**config.mk**
```make
export PLATFORM = sky130hd
export DESIGN_NAME = wrr_classifier_with_congestion
export DESIGN_NICKNAME = d
export VERILOG_FILES = /design/src/design/wrr_pkg.sv /design/src/design/wrr_classifier_with_congestion.sv /design/src/design/wrr_qcell.sv /design/src/design/wrr_slot.sv
export VERILOG_INCLUDE_DIRS = /design/src /design/src/design
export SDC_FILE = /design/constraint.sdc
export NUM_CORES = 1
export LEC_CHECK = 0
export BUFFER_PORTS_ARGS = -buffer_cell sky130_fd_sc_hd__buf_2
export CORE_MARGIN = 1
export CORE_UTILIZATION = 25
export CTS_BUF_LIST = sky130_fd_sc_hd__clkbuf_4 sky130_fd_sc_hd__clkbuf_8
export DETAILED_ROUTE_END_ITERATION = 10
export MAX_ROUTING_LAYER = met4
export SYNTH_ARGS = -nofsm -noshare
export SYNTH_HDL_FRONTEND = slang
export SYNTH_SLANG_ARGS = --single-unit
```
**constraint.sdc**
```tcl
create_clock -name i_clk -period 5.2 [get_ports i_clk]
set_input_delay 0.26 -clock i_clk [delete_from_list [all_inputs] [get_ports i_clk]]
set_output_delay 0.26 -clock i_clk [all_outputs]
set_load 0.01 [all_outputs]
```
**src/design/wrr_classifier_with_congestion_defines.svh**
```systemverilog
// assertion macros for the weighted round-robin steering block
// expects i_clk and i_rst_n in the scope of each use
`ifndef WRR_CLASSIFIER_WITH_CONGESTION_DEFINES_SVH
`define WRR_CLASSIFIER_WITH_CONGESTION_DEFINES_SVH

// property must hold at every edge outside reset
`define WRR_CHECK(lbl, prop, msg) \
    lbl: assert property (@(posedge i_clk) disable iff (!i_rst_n) prop) else $error(msg);

// condition must never be seen outside reset
`define WRR_NEVER(lbl, cond, msg) \
    `WRR_CHECK(lbl, !(cond), msg)

`endif

```
**src/design/wrr_pkg.sv**
```systemverilog
// shared types and constants for the weighted round-robin steering block
// no dependencies
package wrr_pkg;

    localparam int MAX_QUEUES       = 8;
    localparam int QIDX_W           = 3;
    localparam int TGT_W            = 4;
    localparam int MASK_W           = 8;
    localparam int CFG_W            = 64;
    localparam int CFG_IDX_W        = 1;
    localparam int ORDER_W          = 24;
    localparam int WEIGHT_FIELD_W   = 8;
    localparam int DEF_NUM_QUEUES   = 8;
    localparam int DEF_WEIGHT_BITS  = 8;

    localparam logic [CFG_W-1:0]   WEIGHT_RESET = 64'h0101_0101_0101_0101;
    localparam logic [ORDER_W-1:0] ORDER_RESET  = 24'hFAC688;

    localparam logic [CFG_IDX_W-1:0] REG_WEIGHTS = 1'b0;
    localparam logic [CFG_IDX_W-1:0] REG_ORDER   = 1'b1;

    typedef enum logic {
        ACT_CLASSIFY = 1'b0,
        ACT_SETCONG  = 1'b1
    } t_action;

    // per-queue status seen by the scan chain
    typedef struct packed {
        logic open;
        logic has_credit;
        logic can_refill;
    } t_qstat;

    // per-queue update command
    typedef struct packed {
        logic refill;
        logic take;
        logic cong_we;
        logic cong_val;
    } t_qcmd;

    // token handed from slot to slot
    typedef struct packed {
        logic              any_open;
        logic              found1;
        logic [QIDX_W-1:0] sel1;
        logic              found2;
        logic [QIDX_W-1:0] sel2;
    } t_scan;

endpackage

```
**src/design/wrr_classifier_with_congestion.sv**
```systemverilog
// weighted round-robin steering: an accepted item is held in the item register, and a classify
// item moves on to the result register once that is free; no new item is taken while the item register is busy
// a set-congestion item gives no result
// synchronous active-low reset clears credits, congestion flags and handshake state
// and loads the default weights (all one) and the identity visit order
`include "wrr_classifier_with_congestion_defines.svh"
module wrr_classifier_with_congestion #(
    parameter int NUM_QUEUES  = wrr_pkg::DEF_NUM_QUEUES,
    parameter int WEIGHT_BITS = wrr_pkg::DEF_WEIGHT_BITS
) (
    input  logic                              i_clk,
    input  logic                              i_rst_n,
    input  logic                              i_in_valid,
    output logic                              o_in_stall,
    input  logic                              i_action,
    input  logic [wrr_pkg::MASK_W-1:0]        i_ready_mask,
    input  logic [wrr_pkg::QIDX_W-1:0]        i_queue_index,
    input  logic                              i_congested_value,
    output logic                              o_out_valid,
    input  logic                              i_out_stall,
    output logic [wrr_pkg::TGT_W-1:0]         o_target_queue,
    output logic                              o_dropped,
    input  logic                              i_cfg_valid,
    output logic                              o_cfg_ready,
    input  logic [wrr_pkg::CFG_IDX_W-1:0]     i_cfg_index,
    input  logic [wrr_pkg::CFG_W-1:0]         i_cfg_data
);
    import wrr_pkg::*;

    logic [CFG_W-1:0]   r_weights;
    logic [ORDER_W-1:0] r_order;

    logic               r_busy;
    logic               n_busy;
    t_action            r_action;
    logic [MASK_W-1:0]  r_ready;
    logic [QIDX_W-1:0]  r_qidx;
    logic               r_cval;

    logic               r_ov;
    logic               n_ov;
    logic [TGT_W-1:0]   r_target;
    logic [TGT_W-1:0]   n_target;
    logic               r_dropped;
    logic               n_dropped;

    logic               accept;
    logic               out_free;
    logic               do_set;
    logic               do_cls;
    logic               need_refill;
    logic               take_any;
    logic [QIDX_W-1:0]  take_q;

    logic [MAX_QUEUES-1:0]          in_order;
    t_qstat [MAX_QUEUES-1:0]        qstat;
    t_qcmd  [MAX_QUEUES-1:0]        qcmd;
    t_scan  [NUM_QUEUES:0]          chain;
    t_scan                          scan;

    // config registers
    assign o_cfg_ready = 1'b1;

    always_ff @(posedge i_clk) begin
        if (!i_rst_n) begin
            r_weights <= WEIGHT_RESET;
            r_order   <= ORDER_RESET;
        end else if (i_cfg_valid && o_cfg_ready) begin
            case (i_cfg_index)
                REG_WEIGHTS: r_weights <= i_cfg_data;
                REG_ORDER:   r_order   <= i_cfg_data[ORDER_W-1:0];
                default:     r_weights <= r_weights;
            endcase
        end
    end

    // item register
    assign o_in_stall = r_busy;
    assign accept     = i_in_valid && !o_in_stall;

    always_comb begin
        out_free = !r_ov || !i_out_stall;
        do_set   = r_busy && (r_action == ACT_SETCONG);
        do_cls   = r_busy && (r_action == ACT_CLASSIFY) && out_free;
        if (accept) begin
            n_busy = 1'b1;
        end else if (do_set || do_cls) begin
            n_busy = 1'b0;
        end else begin
            n_busy = r_busy;
        end
    end

    always_ff @(posedge i_clk) begin
        if (!i_rst_n) begin
            r_busy <= 1'b0;
        end else begin
            r_busy <= n_busy;
        end
    end

    always_ff @(posedge i_clk) begin
        if (accept) begin
            r_action <= t_action'(i_action);
            r_ready  <= i_ready_mask;
            r_qidx   <= i_queue_index;
            r_cval   <= i_congested_value;
        end
    end

    // queues named by some slot of the visit order
    always_comb begin
        in_order = '0;
        for (int q = 0; q < MAX_QUEUES; q++) begin
            for (int s = 0; s < NUM_QUEUES; s++) begin
                if (r_order[QIDX_W*s +: QIDX_W] == QIDX_W'(q)) begin
                    in_order[q] = 1'b1;
                end
            end
        end
    end

    // queue cells
    for (genvar gq = 0; gq < MAX_QUEUES; gq++) begin : g_queue
        if (gq < NUM_QUEUES) begin : g_cell
            wrr_qcell #(
                .WEIGHT_BITS (WEIGHT_BITS)
            ) u_qcell (
                .i_clk      (i_clk),
                .i_rst_n    (i_rst_n),
                .i_weight   (r_weights[WEIGHT_FIELD_W*gq +: WEIGHT_BITS]),
                .i_in_order (in_order[gq]),
                .i_ready    (r_ready[gq]),
                .i_cmd      (qcmd[gq]),
                .o_stat     (qstat[gq])
            );
        end else begin : g_none
            assign qstat[gq] = '0;
        end
    end

    // slot scan chain
    assign chain[0] = '0;

    for (genvar gs = 0; gs < NUM_QUEUES; gs++) begin : g_slot
        wrr_slot #(
            .NUM_QUEUES (NUM_QUEUES)
        ) u_slot (
            .i_queue (r_order[QIDX_W*gs +: QIDX_W]),
            .i_stat  (qstat),
            .i_scan  (chain[gs]),
            .o_scan  (chain[gs+1])
        );
    end

    assign scan = chain[NUM_QUEUES];

    // decision
    always_comb begin
        need_refill = scan.any_open && !scan.found1;
        take_any    = 1'b0;
        take_q      = scan.sel1;
        n_target    = TGT_W'(NUM_QUEUES);
        n_dropped   = 1'b1;
        if (scan.found1) begin
            take_any  = 1'b1;
            take_q    = scan.sel1;
        end else if (need_refill && scan.found2) begin
            take_any  = 1'b1;
            take_q    = scan.sel2;
        end
        if (take_any) begin
            n_target  = {1'b0, take_q};
            n_dropped = 1'b0;
        end
    end

    always_comb begin
        for (int q = 0; q < MAX_QUEUES; q++) begin
            qcmd[q].refill   = do_cls && need_refill;
            qcmd[q].take     = do_cls && take_any && (take_q == QIDX_W'(q));
            qcmd[q].cong_we  = do_set && (r_qidx == QIDX_W'(q));
            qcmd[q].cong_val = r_cval;
        end
    end

    // result register
    always_comb begin
        if (do_cls) begin
            n_ov = 1'b1;
        end else if (!i_out_stall) begin
            n_ov = 1'b0;
        end else begin
            n_ov = r_ov;
        end
    end

    always_ff @(posedge i_clk) begin
        if (!i_rst_n) begin
            r_ov <= 1'b0;
        end else begin
            r_ov <= n_ov;
        end
    end

    always_ff @(posedge i_clk) begin
        if (do_cls) begin
            r_target  <= n_target;
            r_dropped <= n_dropped;
        end
    end

    assign o_out_valid    = r_ov;
    assign o_target_queue = r_target;
    assign o_dropped      = r_dropped;

    `WRR_CHECK(a_drop_matches_bin, r_ov |-> (r_dropped == (r_target == TGT_W'(NUM_QUEUES))), "dropped flag disagrees with target")
    `WRR_CHECK(a_cls_lands, do_cls |=> (r_ov && !r_busy), "classify item did not reach the result register")
    `WRR_CHECK(a_pick_is_ready, (do_cls && !n_dropped) |-> r_ready[n_target[QIDX_W-1:0]], "chosen queue was not ready")
    `WRR_NEVER(a_set_no_result, do_set && !do_cls && !r_ov && $past(!r_ov) && n_ov, "set-congestion item produced a result")

endmodule

```
**src/design/wrr_qcell.sv**
```systemverilog
// queue cell: credit counter and congestion flag of one output queue
// depends on wrr_pkg
module wrr_qcell #(
    parameter int WEIGHT_BITS = wrr_pkg::DEF_WEIGHT_BITS
) (
    input  logic                   i_clk,
    input  logic                   i_rst_n,
    input  logic [WEIGHT_BITS-1:0] i_weight,
    input  logic                   i_in_order,
    input  logic                   i_ready,
    input  wrr_pkg::t_qcmd         i_cmd,
    output wrr_pkg::t_qstat        o_stat
);
    import wrr_pkg::*;

    logic [WEIGHT_BITS-1:0] r_credit;
    logic [WEIGHT_BITS-1:0] n_credit;
    logic                   r_cong;
    logic                   n_cong;

    always_comb begin
        n_credit = r_credit;
        if (i_cmd.refill && !r_cong && i_in_order) begin
            n_credit = i_cmd.take ? (i_weight - WEIGHT_BITS'(1)) : i_weight;
        end else if (i_cmd.take) begin
            n_credit = r_credit - WEIGHT_BITS'(1);
        end
        n_cong = i_cmd.cong_we ? i_cmd.cong_val : r_cong;
    end

    always_ff @(posedge i_clk) begin
        if (!i_rst_n) begin
            r_credit <= '0;
            r_cong   <= 1'b0;
        end else begin
            r_credit <= n_credit;
            r_cong   <= n_cong;
        end
    end

    always_comb begin
        o_stat.open       = i_ready && !r_cong && i_in_order;
        o_stat.has_credit = (r_credit != '0);
        o_stat.can_refill = (i_weight != '0);
    end

endmodule

```
**src/design/wrr_slot.sv**
```systemverilog
// slot cell: one visit slot of the priority scan, passes the scan token on
// depends on wrr_pkg
module wrr_slot #(
    parameter int NUM_QUEUES = wrr_pkg::DEF_NUM_QUEUES
) (
    input  logic [wrr_pkg::QIDX_W-1:0]                   i_queue,
    input  wrr_pkg::t_qstat [wrr_pkg::MAX_QUEUES-1:0]    i_stat,
    input  wrr_pkg::t_scan                               i_scan,
    output wrr_pkg::t_scan                               o_scan
);
    import wrr_pkg::*;

    logic   in_range;
    t_qstat st;
    logic   hit1;
    logic   hit2;

    always_comb begin
        in_range = ({1'b0, i_queue} < (QIDX_W + 1)'(NUM_QUEUES));
        st       = i_stat[i_queue];
        hit1     = in_range && st.open && st.has_credit && !i_scan.found1;
        hit2     = in_range && st.open && st.can_refill && !i_scan.found2;

        o_scan          = i_scan;
        o_scan.any_open = i_scan.any_open || (in_range && st.open);
        if (hit1) begin
            o_scan.found1 = 1'b1;
            o_scan.sel1   = i_queue;
        end
        if (hit2) begin
            o_scan.found2 = 1'b1;
            o_scan.sel2   = i_queue;
        end
    end

endmodule
```
==> results.md <==
* R2R Setup Slk at 0.11 ns
* Finished Cell Area at 16900 µm²
* Drt total wl at 58100 µm
* Hold_ws at 0.0254 ns
* Antenna violations before repair at 3
* Largest net degree at the start of global routing at 77
* Slowest stage cell on the critical path: a211oi_1
* Post-synthesis cell type count at 105
* Share of layout cells above drive strength 1 at 21.7%
* Synth top area cells: dfxtp_1 (25%), nand2_1 (7.1%), a21oi_1 (4.4%)
* Core Rows at 83
* Clock buffer depth at 2
* Area Overhead vs Synth at 28.1%
* Leakage at 6.50 nW
* Worst EP required at 5.60 ns
* Flops & latches, synth at 179
* Main flop type after synthesis: dfxtp_1
* CTS tree: yes
* Die area at 53800 µm²
* CP delay by family, top: compound AO/OA/AOI/OAI gates
* Worst Hold Path EP: r_order[7]
* Clock buffer count from CTS at 17
* DR DRC count at 0
* Max FO, Critical Path at 11
* Int Power at 0.00582 W
* RD Place Congestion at 0.977
* Sequential fraction of design power at 15.6%
* Post-synth top cells: nand2_1 (249), dfxtp_1 (162), a21oi_1 (115), nor2_1 (98)
* Clock Sinks at 179
* Sw frac at 51.2%
* Vias at 14800
* Reg-to-reg endpoint: g_queue[0].g_cell.u_qcell.r_credit[4]
* Power density cells at 704 nW/µm²
* Slew margin rel. at 18.7%
* Vias/cell at 5.51
* Slew Limit Fails at 0
* Cell with the most instances after synthesis: nand2_1
* Synth warn at 0
* Htree depth at 4
* Worst Setup Path Type: flop to flop
* Metal-1 WL at 24200 µm
* Async S/R FF share, synth at 0%
* Startpoint Class: flop
* Worst Hold Depth at 3
* Die Height at 232 µm
* Worst Path Arrival at 5.49 ns
* Critical path, cell by cell: or3b_1, a21boi_1, buf_4, and3_1, buf_4, o311ai_1, a31oi_1, o211ai_1, buf_4, a211oi_1, a211oi_1, a21o_1, o21ai_4, buf_4, or4_1, xor2_1, o21ai_1
* Share of the synthesized area in the top cell type at 24.5%
* WL/cell at 21.7 µm
* Starting Density at 25.5%
* Top sig layer: met4
* Register area share after synthesis at 28.4%
* Worst slew pin tran at 1.22 ns
* Global-route wire length before repair at 87400 µm
* Max-Cap Viols at 0
* Setup tns final at 0 ns
* Clock Latency Late Sink at 0.52 ns
* Period minus WS final at 5.09 ns
* Worst setup EP type: flop
* DR iter-0 viols at 1533
* Final-stage net count at 2097
* RSZ-0062 raised after global routing: false
* IO buf count at 89
* Max Clock Skew at 0.0207 ns
* Die width at 232 µm
* GRT overflow at 0
* Syn_nets at 1813
* Worst r2r path cells at 17
* Global-route usage over all layers at 21.9%
* Io pins at 91
* Status: complete, no violations
* Post-DP HPWL at 44900 µm
* Final hold viol count at 0
* Hold wc startpoint: i_cfg_data[7]
* Net Switching at 0.00610 W
* Critical path depth in cells at 17
* Core Region at 51700 µm²
* Antenna violation net count after detailed routing at 0
* CP peak stage delay at 0.56 ns
* Mapped Area at 13200 µm²
* Critical path's most frequent cell: buf_4
* Met2 wire length at 27400 µm
* Synth Area per Inst at 7.78 µm²
* Synthesized instance count at 1698
* Endpoints failing setup at 0
* VDD IR-drop max at 0.000530 V
* Number of flops mapped to enable cells by yosys at 17
* Vias in the first global route at 14100
* Pre-antenna DRT Iters at 5
* Crit Reg-Reg Startpoint: r_order[7]
* Dpl cell area at 15800 µm²
* Fmax at 197 MHz
* Clock network fraction of total power at 9.4%
* Bufs and invs on worst path at 4
* Clock root buffer: clkbuf_8
* Period utilization at 97.8%
* Worst hold path class: primary input to flop
* Area leader, netlist: dfxtp_1
* Clock transition at path regs at 0.11 ns
* Met3 wire length at 3910 µm
* Logic gate share of total power at 74.9%
[layout make-up]
class | instances | area [µm²]
clock inverter | 12 | 179
sequential | 179 | 3760
antenna | 2 | 5.00
multi-input combinational | 1338 | 8780
timing repair buffer | 380 | 2840
fill | 5497 | 34800
clock buffer | 20 | 269
tap | 680 | 851
inverter | 66 | 249
[cells by family (layout without fill, tap and decap cells)]
family	Yosys count	in the layout	synth area share [%]
mux	36	36	4.74
simple gates	795	795	31.8
xor+xnor	87	87	5.77
fa+ha+maj	32	32	3.03
buf+inv	181	478	5.63
compound gates	387	387	20.6
flops	179	179	28.4
other cells	1	3	0.0284
[power by group through the flow]
stage | Combinational [W] | Sequential, W | Clock [W]
global route | 0.00949 | 0.00189 | 0.00119
global placement | 0.00858 | 0.00188 | 0
floorplan | 0.00483 | 0.00182 | 0
finish | 0.00892 | 0.00186 | 0.00112
detailed placement | 0.00865 | 0.00189 | 0
CTS | 0.00873 | 0.00186 | 0.00114
[worst max-delay path by stage]
stage,to,slack [ns],start
after floorplan,g_queue[2].g_cell.u_qcell.r_credit[6],1.10,r_weights[42]
after CTS,g_queue[0].g_cell.u_qcell.r_credit[6],0.05,r_order[22]
after detailed placement,g_queue[0].g_cell.u_qcell.r_credit[6],-0.04,r_order[6]
after global placement,g_queue[0].g_cell.u_qcell.r_credit[5],0.02,r_order[6]
final,g_queue[0].g_cell.u_qcell.r_credit[4],0.11,r_order[7]
after global routing,g_queue[0].g_cell.u_qcell.r_credit[5],0.01,r_order[8]
[worst min-delay path: cells and delay by family]
kind,cells,cell delay [ns]
and+or+nand+nor,1,0.05
AOI/OAI and AO/OA,1,0.08
buffers and inverters,1,0.12
[placed cells by master, fill, tap and decap left out, types with 12 or more instances in the layout]
| master | synthesis | layout |
|---|---|---|
| nor2_1 | 98 | 97 |
| dfxtp_1 | 162 | 160 |
| nor4_1 | 66 | 64 |
| a21oi_1 | 115 | 114 |
| and3_1 | 20 | 20 |
| nand2b_1 | 22 | 21 |
| a31oi_1 | 16 | 16 |
| o211ai_1 | 30 | 30 |
| a211oi_1 | 16 | 15 |
| nor3_1 | 63 | 62 |
| clkbuf_8 | 0 | 19 |
| or4_1 | 15 | 15 |
| nand3b_1 | 22 | 22 |
| mux4_2 | 21 | 21 |
| ha_1 | 32 | 32 |
| nand4_1 | 42 | 42 |
| edfxtp_1 | 17 | 17 |
| o2111ai_1 | 12 | 12 |
| inv_1 | 59 | 59 |
| xnor2_1 | 39 | 39 |
| buf_2 | 26 | 89 |
| xor2_1 | 48 | 48 |
| dlygate4sd3_1 | 0 | 64 |
| nand3_1 | 60 | 60 |
| o21ai_0 | 26 | 26 |
| mux2i_1 | 13 | 13 |
| nor3b_1 | 15 | 14 |
| or3_1 | 38 | 38 |
| o22ai_1 | 36 | 36 |
| buf_4 | 4 | 223 |
| nor2b_1 | 18 | 17 |
| nand2_1 | 249 | 249 |
[timing repair]
item	4_1_cts	5_1_grt
hold endpoints to repair	68	0
buffers inserted	0	1
pin swaps	0	1
gates resized for setup	1	10
hold buffers	64	0
endpoints found under the setup margin	4	50
[metrics by stage]
stage	setup slack, ns	utilization (%)	total power [W]	cells
after floorplan	1.10	-	0.00665	1698
after global routing	0.0105	32.7	0.0126	2677
final	0.112	32.7	0.0119	2677
after global placement	0.0204	30.5	0.0105	2578
after detailed placement	-0.0400	30.5	0.0105	2578
after CTS	0.0463	32.6	0.0117	2674
[registers in the layout, summed over array words and instances, names as in the netlist]
register / flops
r_action: 1
g_queue.g_cell.u_qcell.r_cong: 8
o_target_queue: 4
o_out_valid: 1
r_qidx: 3
r_order: 24
o_in_stall: 1
r_ready: 8
g_queue.g_cell.u_qcell.r_credit: 64
r_cval: 1
r_weights: 64
[metal layers]
metal | GRT usage, % | vias to the layer above
met5 | - | -
met4 | 9.60 | 0
met3 | 3.52 | 136
met2 | 35.6 | 604
met1 | 26.7 | 7140
li1 | - | 6880
No activity file was read; power rests on OpenSTA's default activity.
